[config.mk]
export PLATFORM = sky130hd
export DESIGN_NAME = fan_direction_generator
export DESIGN_NICKNAME = d
export VERILOG_FILES = /design/src/rtl/fdg_pkg.sv /design/src/rtl/fdg_div.sv /design/src/rtl/fdg_sqrt.sv /design/src/rtl/fdg_cordic.sv /design/src/rtl/fan_direction_generator.sv
export VERILOG_INCLUDE_DIRS = /design/src /design/src/rtl
export SDC_FILE = /design/constraint.sdc
export NUM_CORES = 2
export LEC_CHECK = 0
export BUFFER_PORTS_ARGS = -buffer_cell sky130_fd_sc_hd__buf_2
export CAP_MARGIN = 20
export CORE_UTILIZATION = 45
export DETAILED_ROUTE_END_ITERATION = 10
export PLACE_DENSITY_LB_ADDON = 0.08
export SYNTH_ARGS = -nofsm -noshare
export SYNTH_HDL_FRONTEND = slang
export SYNTH_SLANG_ARGS = --single-unit
[constraint.sdc]
create_clock -name clock -period 14.9 [get_ports clock]
set_clock_uncertainty 0.1 [all_clocks]
set_input_delay 0.745 -clock clock [delete_from_list [all_inputs] [get_ports clock]]
set_output_delay 0.745 -clock clock [all_outputs]
set_load 0.005 [all_outputs]
[src/rtl/fan_direction_generator_macros.svh]
// Assertion macros used by the fan direction generator module.
`ifndef FAN_DIRECTION_GENERATOR_MACROS_SVH
`define FAN_DIRECTION_GENERATOR_MACROS_SVH
`ifndef NO_ASSERTIONS
`define FDG_ASSERT(lbl, prop) \
   lbl: assert property (@(posedge clock) disable iff (reset) prop) \
      else $error("fan direction generator check failed");
`define FDG_ASSERT_RST(lbl, prop) \
   lbl: assert property (@(posedge clock) prop) \
      else $error("fan direction generator reset check failed");
`else
`define FDG_ASSERT(lbl, prop)
`define FDG_ASSERT_RST(lbl, prop)
`endif
`endif

[src/rtl/fdg_pkg.sv]
package fdg_pkg;
   localparam int FIELD_W = 16;
   localparam int COUNT_W = 7;
   localparam int VEC_W = 28;
   localparam int SQ_W = 56;
   localparam int LEN_W = 28;
   localparam int NUM_W = 42;
   localparam int DEN_W = 28;
   localparam int Q_W = 16;
   localparam int CS_W = 32;
   localparam int Z_W = 33;
   localparam int MUL_A_W = 28;
   localparam int MUL_B_W = 32;
   localparam int PROD_W = 60;
   localparam int ACC_W = 48;
   localparam int CORDIC_STEPS = 16;
   localparam int UNIT_SHIFT = 14;
   localparam logic [Q_W-1:0] UNIT_ONE = 16'd16384;
   localparam logic signed [CS_W-1:0] CORDIC_GAIN = 32'sh26DD3B6A;
   localparam logic [31:0] ATAN_TAB [CORDIC_STEPS] = '{
      32'h20000000, 32'h12E4051E, 32'h09FB385B, 32'h051111D4,
      32'h028B0D43, 32'h0145D7E1, 32'h00A2F61E, 32'h00517C55,
      32'h0028BE53, 32'h00145F2F, 32'h000A2F98, 32'h000517CC,
      32'h00028BE6, 32'h000145F3, 32'h0000A2FA, 32'h0000517D
   };
endpackage

[src/rtl/fdg_div.sv]
module fdg_div (
   input  logic                      clock,
   input  logic                      reset,
   input  logic                      start,
   input  logic [fdg_pkg::NUM_W-1:0] num,
   input  logic [fdg_pkg::DEN_W-1:0] den,
   output logic                      done,
   output logic [fdg_pkg::Q_W-1:0]   quotient
);
   import fdg_pkg::*;

   logic                     busy_ff, busy_in, done_ff, done_in;
   logic [$clog2(Q_W)-1:0]   cnt_ff, cnt_in;
   logic [DEN_W-1:0]         rem_ff, rem_in, den_ff, den_in;
   logic [Q_W-1:0]           quo_ff, quo_in;
   logic [DEN_W:0]           trial;
   logic                     ge;

   always_comb begin
      busy_in = busy_ff;
      done_in = 1'b0;
      cnt_in = cnt_ff;
      rem_in = rem_ff;
      den_in = den_ff;
      quo_in = quo_ff;
      trial = {rem_ff, quo_ff[Q_W-1]};
      ge = trial >= {1'b0, den_ff};
      if (start) begin
         busy_in = 1'b1;
         cnt_in = '0;
         rem_in = DEN_W'(num >> Q_W);
         quo_in = num[Q_W-1:0];
         den_in = den;
      end else if (busy_ff) begin
         rem_in = ge ? DEN_W'(trial - {1'b0, den_ff}) : trial[DEN_W-1:0];
         quo_in = {quo_ff[Q_W-2:0], ge};
         cnt_in = cnt_ff + 1'b1;
         if (cnt_ff == $clog2(Q_W)'(Q_W - 1)) begin
            busy_in = 1'b0;
            done_in = 1'b1;
         end
      end
   end

   always_ff @(posedge clock) begin
      if (reset) begin
         busy_ff <= 1'b0;
         done_ff <= 1'b0;
      end else begin
         busy_ff <= busy_in;
         done_ff <= done_in;
      end
      cnt_ff <= cnt_in;
      rem_ff <= rem_in;
      den_ff <= den_in;
      quo_ff <= quo_in;
   end

   assign done = done_ff;
   assign quotient = quo_ff;
endmodule

[src/rtl/fdg_sqrt.sv]
module fdg_sqrt (
   input  logic                     clock,
   input  logic                     reset,
   input  logic                     start,
   input  logic [fdg_pkg::SQ_W-1:0] radicand,
   output logic                     done,
   output logic [fdg_pkg::LEN_W-1:0] root
);
   import fdg_pkg::*;

   logic                     busy_ff, busy_in, done_ff, done_in;
   logic [$clog2(LEN_W)-1:0] cnt_ff, cnt_in;
   logic [SQ_W-1:0]          rad_ff, rad_in;
   logic [LEN_W:0]           rem_ff, rem_in;
   logic [LEN_W-1:0]         root_ff, root_in;
   logic [LEN_W+2:0]         cur, trial;
   logic                     ge;

   always_comb begin
      busy_in = busy_ff;
      done_in = 1'b0;
      cnt_in = cnt_ff;
      rad_in = rad_ff;
      rem_in = rem_ff;
      root_in = root_ff;
      cur = {rem_ff, rad_ff[SQ_W-1:SQ_W-2]};
      trial = {1'b0, root_ff, 2'b01};
      ge = cur >= trial;
      if (start) begin
         busy_in = 1'b1;
         cnt_in = '0;
         rad_in = radicand;
         rem_in = '0;
         root_in = '0;
      end else if (busy_ff) begin
         rem_in = ge ? (LEN_W+1)'(cur - trial) : cur[LEN_W:0];
         root_in = {root_ff[LEN_W-2:0], ge};
         rad_in = {rad_ff[SQ_W-3:0], 2'b00};
         cnt_in = cnt_ff + 1'b1;
         if (cnt_ff == $clog2(LEN_W)'(LEN_W - 1)) begin
            busy_in = 1'b0;
            done_in = 1'b1;
         end
      end
   end

   always_ff @(posedge clock) begin
      if (reset) begin
         busy_ff <= 1'b0;
         done_ff <= 1'b0;
      end else begin
         busy_ff <= busy_in;
         done_ff <= done_in;
      end
      cnt_ff <= cnt_in;
      rad_ff <= rad_in;
      rem_ff <= rem_in;
      root_ff <= root_in;
   end

   assign done = done_ff;
   assign root = root_ff;
endmodule

[src/rtl/fdg_cordic.sv]
module fdg_cordic (
   input  logic                              clock,
   input  logic                              reset,
   input  logic                              start,
   input  logic [fdg_pkg::FIELD_W-1:0]       angle,
   output logic                              done,
   output logic signed [fdg_pkg::CS_W-1:0]   cos_out,
   output logic signed [fdg_pkg::CS_W-1:0]   sin_out
);
   import fdg_pkg::*;

   logic                            busy_ff, busy_in, done_ff, done_in;
   logic                            flip_ff, flip_in;
   logic [$clog2(CORDIC_STEPS)-1:0] iter_ff, iter_in;
   logic signed [CS_W-1:0]          x_ff, x_in, y_ff, y_in, xs, ys;
   logic signed [CS_W-1:0]          cos_ff, cos_in, sin_ff, sin_in;
   logic signed [Z_W-1:0]           z_ff, z_in, atan;
   logic [FIELD_W-1:0]              turned, folded;
   logic                            flip;

   always_comb begin
      busy_in = busy_ff;
      done_in = 1'b0;
      flip_in = flip_ff;
      iter_in = iter_ff;
      x_in = x_ff;
      y_in = y_ff;
      z_in = z_ff;
      cos_in = cos_ff;
      sin_in = sin_ff;
      turned = angle + 16'h4000;
      flip = turned[FIELD_W-1];
      folded = flip ? angle + 16'h8000 : angle;
      xs = x_ff >>> iter_ff;
      ys = y_ff >>> iter_ff;
      atan = Z_W'(ATAN_TAB[iter_ff]);
      if (start) begin
         busy_in = 1'b1;
         flip_in = flip;
         iter_in = '0;
         x_in = CORDIC_GAIN;
         y_in = '0;
         z_in = {folded[FIELD_W-1], folded, 16'h0000};
      end else if (busy_ff) begin
         if (!z_ff[Z_W-1]) begin
            x_in = x_ff - ys;
            y_in = y_ff + xs;
            z_in = z_ff - atan;
         end else begin
            x_in = x_ff + ys;
            y_in = y_ff - xs;
            z_in = z_ff + atan;
         end
         iter_in = iter_ff + 1'b1;
         if (iter_ff == $clog2(CORDIC_STEPS)'(CORDIC_STEPS - 1)) begin
            busy_in = 1'b0;
            done_in = 1'b1;
            cos_in = flip_ff ? -x_in : x_in;
            sin_in = flip_ff ? -y_in : y_in;
         end
      end
   end

   always_ff @(posedge clock) begin
      if (reset) begin
         busy_ff <= 1'b0;
         done_ff <= 1'b0;
      end else begin
         busy_ff <= busy_in;
         done_ff <= done_in;
      end
      flip_ff <= flip_in;
      iter_ff <= iter_in;
      x_ff <= x_in;
      y_ff <= y_in;
      z_ff <= z_in;
      cos_ff <= cos_in;
      sin_ff <= sin_in;
   end

   assign done = done_ff;
   assign cos_out = cos_ff;
   assign sin_out = sin_ff;
endmodule

[src/rtl/fan_direction_generator.sv]
// Fan direction generator.
// An input transfer on the req_ channel carries a forward vector (Q2.14), a
// centre angle, a spread angle (65536 units per turn) and a count. The block
// answers with one rsp_ transfer per direction, the last one marked by
// rsp_last_dir; a count of zero gives no transfer at all, and a count above
// MAX_WAYS is treated as MAX_WAYS.
// Only one fan is handled at a time: req_ready is high only while the block
// is idle, and it rises again in the cycle after the last direction has been
// taken. The work is done by one multiplier, one CORDIC unit, one square
// root unit and one divider; the CORDIC unit, the square root unit and the
// divider each iterate one step per cycle. The right vector is normalised
// before the first direction; each direction then needs an offset division
// (none when the count is one), a CORDIC rotation, a square root and a
// division per component; the divisions and the square root dominate.
// When the receiver stalls, the direction is held on rsp_ until it is taken
// and no further work is done. A synchronous reset returns the block to
// idle with no direction pending.
`include "fan_direction_generator_macros.svh"
module fan_direction_generator #(
   parameter int MAX_WAYS = 64
) (
   input  logic                                  clock,
   input  logic                                  reset,
   input  logic                                  req_valid,
   output logic                                  req_ready,
   input  logic signed [fdg_pkg::FIELD_W-1:0]    req_forward_x,
   input  logic signed [fdg_pkg::FIELD_W-1:0]    req_forward_y,
   input  logic signed [fdg_pkg::FIELD_W-1:0]    req_forward_z,
   input  logic signed [fdg_pkg::FIELD_W-1:0]    req_center_angle,
   input  logic [fdg_pkg::FIELD_W-1:0]           req_spread_angle,
   input  logic [fdg_pkg::COUNT_W-1:0]           req_way_count,
   output logic                                  rsp_valid,
   input  logic                                  rsp_ready,
   output logic signed [fdg_pkg::FIELD_W-1:0]    rsp_dir_x,
   output logic signed [fdg_pkg::FIELD_W-1:0]    rsp_dir_y,
   output logic signed [fdg_pkg::FIELD_W-1:0]    rsp_dir_z,
   output logic                                  rsp_last_dir
);
   import fdg_pkg::*;

   typedef enum logic [13:0] {
      ST_IDLE      = 14'b00000000000001,
      ST_SQ        = 14'b00000000000010,
      ST_SQRT_GO   = 14'b00000000000100,
      ST_SQRT_WAIT = 14'b00000000001000,
      ST_DIV_GO    = 14'b00000000010000,
      ST_DIV_WAIT  = 14'b00000000100000,
      ST_NEND      = 14'b00000001000000,
      ST_OFF       = 14'b00000010000000,
      ST_OFF_GO    = 14'b00000100000000,
      ST_OFF_WAIT  = 14'b00001000000000,
      ST_CORD_GO   = 14'b00010000000000,
      ST_CORD_WAIT = 14'b00100000000000,
      ST_COMB      = 14'b01000000000000,
      ST_OUT       = 14'b10000000000000
   } state_type;

   state_type                  state_ff, state_in;
   logic signed [FIELD_W-1:0]  fwd_ff [3];
   logic signed [FIELD_W-1:0]  fwd_in [3];
   logic signed [FIELD_W-1:0]  rn_ff [3];
   logic signed [FIELD_W-1:0]  rn_in [3];
   logic signed [FIELD_W-1:0]  u_ff [3];
   logic signed [FIELD_W-1:0]  u_in [3];
   logic signed [VEC_W-1:0]    vec_ff [3];
   logic signed [VEC_W-1:0]    vec_in [3];
   logic [FIELD_W-1:0]         center_ff, center_in, spread_ff, spread_in;
   logic [FIELD_W-1:0]         ang_ff, ang_in;
   logic [COUNT_W-1:0]         n_ff, n_in, k_ff, k_in, n_sat;
   logic [2:0]                 idx_ff, idx_in;
   logic                       is_right_ff, is_right_in, neg_ff, neg_in;
   logic [SQ_W-1:0]            acc_ff, acc_in;
   logic signed [ACC_W-1:0]    dacc_ff, dacc_in, dsum, drnd;
   logic [LEN_W-1:0]           len_ff, len_in;
   logic signed [CS_W-1:0]     cs_ff, cs_in, sn_ff, sn_in;
   logic signed [PROD_W-1:0]   prod_ff, prod_in;
   logic signed [MUL_A_W-1:0]  mul_a;
   logic signed [MUL_B_W-1:0]  mul_b;
   logic signed [7:0]          offk;
   logic [1:0]                 sel;
   logic [VEC_W-1:0]           vmag;
   logic [PROD_W-1:0]          pmag;
   logic [Q_W-1:0]             qsat;
   logic signed [16:0]         rx, ry, rz;
   logic                       near_axis;
   logic                       div_start, div_done, sqrt_start, sqrt_done;
   logic                       cord_start, cord_done;
   logic [NUM_W-1:0]           div_num;
   logic [DEN_W-1:0]           div_den;
   logic [Q_W-1:0]             div_q;
   logic [LEN_W-1:0]           root;
   logic signed [CS_W-1:0]     cord_cos, cord_sin;

   assign req_ready = (state_ff == ST_IDLE);
   assign rsp_valid = (state_ff == ST_OUT);
   assign rsp_dir_x = u_ff[0];
   assign rsp_dir_y = u_ff[1];
   assign rsp_dir_z = u_ff[2];
   assign rsp_last_dir = (k_ff == n_ff - 1'b1);

   assign n_sat = (req_way_count > COUNT_W'(MAX_WAYS)) ? COUNT_W'(MAX_WAYS) : req_way_count;
   assign offk = 8'(k_ff) + 8'(k_ff) - 8'(n_ff - 1'b1);
   assign sel = idx_ff[1:0];
   assign vmag = vec_ff[sel] [VEC_W-1] ? VEC_W'(-vec_ff[sel]) : VEC_W'(vec_ff[sel]);
   assign pmag = prod_ff[PROD_W-1] ? PROD_W'(-prod_ff) : PROD_W'(prod_ff);
   assign qsat = (div_q > UNIT_ONE) ? UNIT_ONE : div_q;
   assign prod_in = mul_a * mul_b;

   always_comb begin
      mul_a = '0;
      mul_b = '0;
      div_num = '0;
      div_den = '0;
      case (state_ff)
         ST_SQ: begin
            if (idx_ff != 3'd3) begin
               mul_a = vec_ff[sel];
               mul_b = MUL_B_W'(vec_ff[sel]);
            end
         end
         ST_OFF: begin
            mul_a = MUL_A_W'(offk);
            mul_b = MUL_B_W'({1'b0, spread_ff});
         end
         ST_COMB: begin
            if (idx_ff < 3'd6) begin
               if (!idx_ff[0]) begin
                  mul_a = MUL_A_W'(fwd_ff[idx_ff[2:1]]);
                  mul_b = cs_ff;
               end else begin
                  mul_a = MUL_A_W'(rn_ff[idx_ff[2:1]]);
                  mul_b = sn_ff;
               end
            end
         end
         ST_DIV_GO: begin
            div_num = {vmag, {UNIT_SHIFT{1'b0}}} + NUM_W'(len_ff >> 1);
            div_den = len_ff;
         end
         ST_OFF_GO: begin
            div_num = NUM_W'(pmag) + NUM_W'(n_ff - 1'b1);
            div_den = DEN_W'({n_ff - 1'b1, 1'b0});
         end
         default: begin
         end
      endcase
   end

   always_comb begin
      state_in = state_ff;
      fwd_in = fwd_ff;
      rn_in = rn_ff;
      u_in = u_ff;
      vec_in = vec_ff;
      center_in = center_ff;
      spread_in = spread_ff;
      ang_in = ang_ff;
      n_in = n_ff;
      k_in = k_ff;
      idx_in = idx_ff;
      is_right_in = is_right_ff;
      neg_in = neg_ff;
      acc_in = acc_ff;
      dacc_in = dacc_ff;
      len_in = len_ff;
      cs_in = cs_ff;
      sn_in = sn_ff;
      div_start = 1'b0;
      sqrt_start = 1'b0;
      cord_start = 1'b0;
      dsum = dacc_ff + ACC_W'(prod_ff);
      drnd = (dsum + ACC_W'(1 << 19)) >>> 20;
      near_axis = (req_forward_z >= -16'sd1) && (req_forward_z <= 16'sd1) &&
                  (req_forward_x >= -16'sd1) && (req_forward_x <= 16'sd1);
      rx = near_axis ? 17'sd0 : 17'(req_forward_z);
      ry = near_axis ? -17'(req_forward_z) : 17'sd0;
      rz = near_axis ? 17'(req_forward_y) : -17'(req_forward_x);
      unique case (state_ff)
         ST_IDLE: begin
            if (req_valid) begin
               fwd_in[0] = req_forward_x;
               fwd_in[1] = req_forward_y;
               fwd_in[2] = req_forward_z;
               center_in = req_center_angle;
               spread_in = req_spread_angle;
               n_in = n_sat;
               vec_in[0] = VEC_W'(rx) <<< 10;
               vec_in[1] = VEC_W'(ry) <<< 10;
               vec_in[2] = VEC_W'(rz) <<< 10;
               is_right_in = 1'b1;
               idx_in = '0;
               acc_in = '0;
               if (n_sat != '0) begin
                  state_in = ST_SQ;
               end
            end
         end
         ST_SQ: begin
            if (idx_ff != 3'd0) begin
               acc_in = acc_ff + prod_ff[SQ_W-1:0];
            end
            idx_in = idx_ff + 1'b1;
            if (idx_ff == 3'd3) begin
               state_in = ST_SQRT_GO;
            end
         end
         ST_SQRT_GO: begin
            sqrt_start = 1'b1;
            state_in = ST_SQRT_WAIT;
         end
         ST_SQRT_WAIT: begin
            if (sqrt_done) begin
               len_in = root;
               idx_in = '0;
               if (root == '0) begin
                  u_in[0] = '0;
                  u_in[1] = '0;
                  u_in[2] = '0;
                  state_in = ST_NEND;
               end else begin
                  state_in = ST_DIV_GO;
               end
            end
         end
         ST_DIV_GO: begin
            div_start = 1'b1;
            state_in = ST_DIV_WAIT;
         end
         ST_DIV_WAIT: begin
            if (div_done) begin
               u_in[sel] = vec_ff[sel][VEC_W-1] ? FIELD_W'(-qsat) : FIELD_W'(qsat);
               idx_in = idx_ff + 1'b1;
               state_in = (idx_ff == 3'd2) ? ST_NEND : ST_DIV_GO;
            end
         end
         ST_NEND: begin
            if (is_right_ff) begin
               rn_in = u_ff;
               k_in = '0;
               state_in = ST_OFF;
            end else begin
               state_in = ST_OUT;
            end
         end
         ST_OFF: begin
            if (n_ff == COUNT_W'(1)) begin
               ang_in = center_ff;
               state_in = ST_CORD_GO;
            end else begin
               state_in = ST_OFF_GO;
            end
         end
         ST_OFF_GO: begin
            div_start = 1'b1;
            neg_in = prod_ff[PROD_W-1];
            state_in = ST_OFF_WAIT;
         end
         ST_OFF_WAIT: begin
            if (div_done) begin
               ang_in = center_ff + (neg_ff ? -div_q : div_q);
               state_in = ST_CORD_GO;
            end
         end
         ST_CORD_GO: begin
            cord_start = 1'b1;
            state_in = ST_CORD_WAIT;
         end
         ST_CORD_WAIT: begin
            if (cord_done) begin
               cs_in = cord_cos;
               sn_in = cord_sin;
               idx_in = '0;
               dacc_in = '0;
               state_in = ST_COMB;
            end
         end
         ST_COMB: begin
            if (idx_ff != 3'd0) begin
               if (!idx_ff[0]) begin
                  vec_in[idx_ff[2:1] - 2'd1] = VEC_W'(drnd);
                  dacc_in = '0;
               end else begin
                  dacc_in = dsum;
               end
            end
            idx_in = idx_ff + 1'b1;
            if (idx_ff == 3'd6) begin
               is_right_in = 1'b0;
               idx_in = '0;
               acc_in = '0;
               state_in = ST_SQ;
            end
         end
         ST_OUT: begin
            if (rsp_ready) begin
               if (k_ff == n_ff - 1'b1) begin
                  state_in = ST_IDLE;
               end else begin
                  k_in = k_ff + 1'b1;
                  state_in = ST_OFF;
               end
            end
         end
         default: begin
            state_in = ST_IDLE;
         end
      endcase
   end

   always_ff @(posedge clock) begin
      if (reset) begin
         state_ff <= ST_IDLE;
      end else begin
         state_ff <= state_in;
      end
      fwd_ff <= fwd_in;
      rn_ff <= rn_in;
      u_ff <= u_in;
      vec_ff <= vec_in;
      center_ff <= center_in;
      spread_ff <= spread_in;
      ang_ff <= ang_in;
      n_ff <= n_in;
      k_ff <= k_in;
      idx_ff <= idx_in;
      is_right_ff <= is_right_in;
      neg_ff <= neg_in;
      acc_ff <= acc_in;
      dacc_ff <= dacc_in;
      len_ff <= len_in;
      cs_ff <= cs_in;
      sn_ff <= sn_in;
      prod_ff <= prod_in;
   end

   fdg_div u_div (
      .clock    (clock),
      .reset    (reset),
      .start    (div_start),
      .num      (div_num),
      .den      (div_den),
      .done     (div_done),
      .quotient (div_q)
   );

   fdg_sqrt u_sqrt (
      .clock    (clock),
      .reset    (reset),
      .start    (sqrt_start),
      .radicand (acc_ff),
      .done     (sqrt_done),
      .root     (root)
   );

   fdg_cordic u_cordic (
      .clock   (clock),
      .reset   (reset),
      .start   (cord_start),
      .angle   (ang_ff),
      .done    (cord_done),
      .cos_out (cord_cos),
      .sin_out (cord_sin)
   );

   `FDG_ASSERT(a_one_side, rsp_valid |-> !req_ready)
   `FDG_ASSERT(a_last_frees, (rsp_valid && rsp_ready && rsp_last_dir) |=> req_ready)
   `FDG_ASSERT(a_more_follows, (rsp_valid && rsp_ready && !rsp_last_dir) |=> !req_ready)
   `FDG_ASSERT_RST(a_reset_idle, reset |=> (req_ready && !rsp_valid))
endmodule

==> reports/metrics.yaml <==
dr.max_layer_used: "met5"
met3_length_um: 25800
slew_violations: 0
fin_crit_ps: 12400
fp.dieW_um: 458
cp-end-kind: "register"
place_congestion: 0.948
status: "completed"
grtUsageTotal_pct: 31.0
synth_edf_count: 699
yosysSeqAreaShare_pct: 27.3
worst_path_largest_cell_delay_ps: 890
hp-class: "in2reg"
yosys-top-cells-count: "1214 x nand2_1, 1202 x inv_1, 1049 x nor2_1"
arrival_ps: 12920
hpwl_um: 252000
synth_top_area_share_pct: 22.4
syn_inst: 10100
syn_area_um2: 93700
grt_pass1_vias: 74500
cts_buffers: 109
cts_buffer_depth: 3
port_buffers: 141
synth_flop_cell: "edfxtp_1"
yosysWarnings: 0
max_slew.worst_pin.slew_ps: 1220
io_pins: 142
crit_path_frequent_cell: "fa_1"
start_util_pct: 45.3
cts_resized: 0
synth_area_leader_cell: "edfxtp_1"
drt-initial-drc-count: 7005
vias: 75500
crit_required_ps: 15420
max_slew_margin_pct: 18.1
num-nets-final: 11700
hold_ws_ps: 82.1
drive_above_1_share_pct: 7.51
fp.dieH_um: 458
die_area_um2: 210000
synth_area_leaders: "edfxtp_1 22%, fa_1 20%, ha_1 7.4%, dfxtp_1 4.9%, nand2_1 4.9%"
overflow: 0
cts_root_buffer: "clkbuf_16"
wl_met1_um: 137000
synth_most_common_cell: "nand2_1"
async_reset_ff_share_pct: 0
finalHoldViolCount: 0
wl_per_cell_um: 25.2
synth_seq_cells: 928
final-setup-viol-count: 0
power_density_nw_per_um2: 108
antenna_found_initial: 37
synth.avg_cell_area_um2: 9.27
cts.sinks: 928
cp_max_fo: 16
maxCapViolCount: 0
period_share_pct: 83.2
htreeDepth: 3
grt_pass1_wl_um: 485000
rsz0062_at_grt: "no"
ant_nets: 0
vdd_drop_max_mv: 0.122
tritoncts: "done"
synth_cell_types: 104
wl_met2_um: 148000
rows: 167
finalSetupTns_ps: 0
area_growth_pct: 9.04
grt_max_degree: 80
leakage_nw: 45.2
core-area_um2: 207000
drc: 0
dr.pass1.iters: 6
start_kind: "register"
insertion_delay_ps: 810
via_per_inst: 5.79
syn-num-nets: 11700
fmax_mhz: 80.6
wirelength_um: 328000
worstSetupPathType: "reg2reg"
cts.clk_slew.worst_paths_ps: 60
critPathSlowestCell: "clkinv_1"
[per-stage QoR]
step / setup slack [ps] / instance area, um^2 / total power [mW] / cells / utilization (%)
6_report: 2500 / 102000 / 11.1 / 13000 / 49.4
5_1_grt: 1860 / 102000 / 11.6 / 13000 / 49.3
3_3_place_gp: 2940 / 98100 / 8.10 / 12800 / 47.4
3_5_place_dp: 2800 / 98200 / 8.17 / 12800 / 47.4
2_1_floorplan: 4430 / 93700 / 6.47 / 10100 / -
4_1_cts: 2680 / 102000 / 11.0 / 13000 / 49.3
[worst paths after layout]
path,from,end,slack [ps],depth (start not counted)
worst max-delay path,state_ff[9],prod_ff[59],2500,32
worst min-delay path,req_spread_angle[14],spread_ff[14],80,1
worst max register to register,state_ff[9],prod_ff[59],2500,32
worst min register to register,u_cordic.sin_out[5],sn_ff[5],300,0
[area by class of cell]
cell class	instances	area, um^2
clock inverter	68	806
multi-input combinational	7530	62400
sequential	928	25600
inverter	1208	4530
fill	19600	105000
antenna	17	42.5
timing repair buffer	352	2430
tap	2788	3490
clock buffer	138	2950
[timing repair]
item,4_1_cts,5_1_grt
endpoints found under the setup margin,0,0
hold endpoints to repair,16,0
setup buffers,0,0
hold buffers,16,0
[layer usage]
metal | GRT usage [%] | up-vias
li1 | - | 34300
met5 | 0 | -
met3 | 5.64 | 597
met4 | 14.0 | 24
met1 | 41.4 | 37700
met2 | 49.0 | 2852
[sequential cells by signal, summed over array words and instances (netlist names), 33 cells and up]
name	flops
acc_ff	56
dacc_ff	48
fwd_ff	48
prod_ff	57
rn_ff	48
u_cordic.z_ff	33
u_sqrt.rad_ff	56
vec_ff	84
[critical path, delay by kind of cell, from the launching register on]
kind	cells	cell delay (ps)
buf+inv	3	990
compound gates	10	2720
xor+xnor	1	80
fa+ha+maj	9	4070
simple gates	9	3870
flops	1	330
[where the power goes]
group | internal [mW] | switching (mW) | total (mW)
clock | 1.61 | 1.23 | 2.83
sequential | 3.20 | 0.293 | 3.50
combinational | 1.59 | 3.13 | 4.72
total | 6.40 | 4.65 | 11.1
[cells in the final DEF (no fill, tap or decap), drive strengths merged, types with 39 or more instances in the layout]
master / n
nor3: 131
o31ai: 48
and2: 103
nand2: 1214
mux2i: 205
a21oi: 565
a211oi: 90
mux2: 69
nor2b: 67
inv: 1208
nor2: 1049
and3: 67
o21bai: 40
xor2: 228
nand3: 115
nand4: 50
buf: 336
o22ai: 39
ha: 558
clkbuf: 138
mux4: 68
or3: 43
clkinv: 47
dfxtp: 229
o21a: 84
fa: 937
a21o: 217
o21ai: 452
xnor2: 411
nand2b: 73
a31oi: 66
nor4: 60
edfxtp: 699
[cell families after synthesis]
logic type	count (synthesis)	share of synthesized area, %
mux	342	4.74
compound gates	1934	13.1
buf+inv	1654	6.72
flops	928	27.3
xor+xnor	639	5.97
simple gates	3120	14.7
fa+ha+maj	1495	27.5
Note: power is estimated with default switching activity, not from simulation.
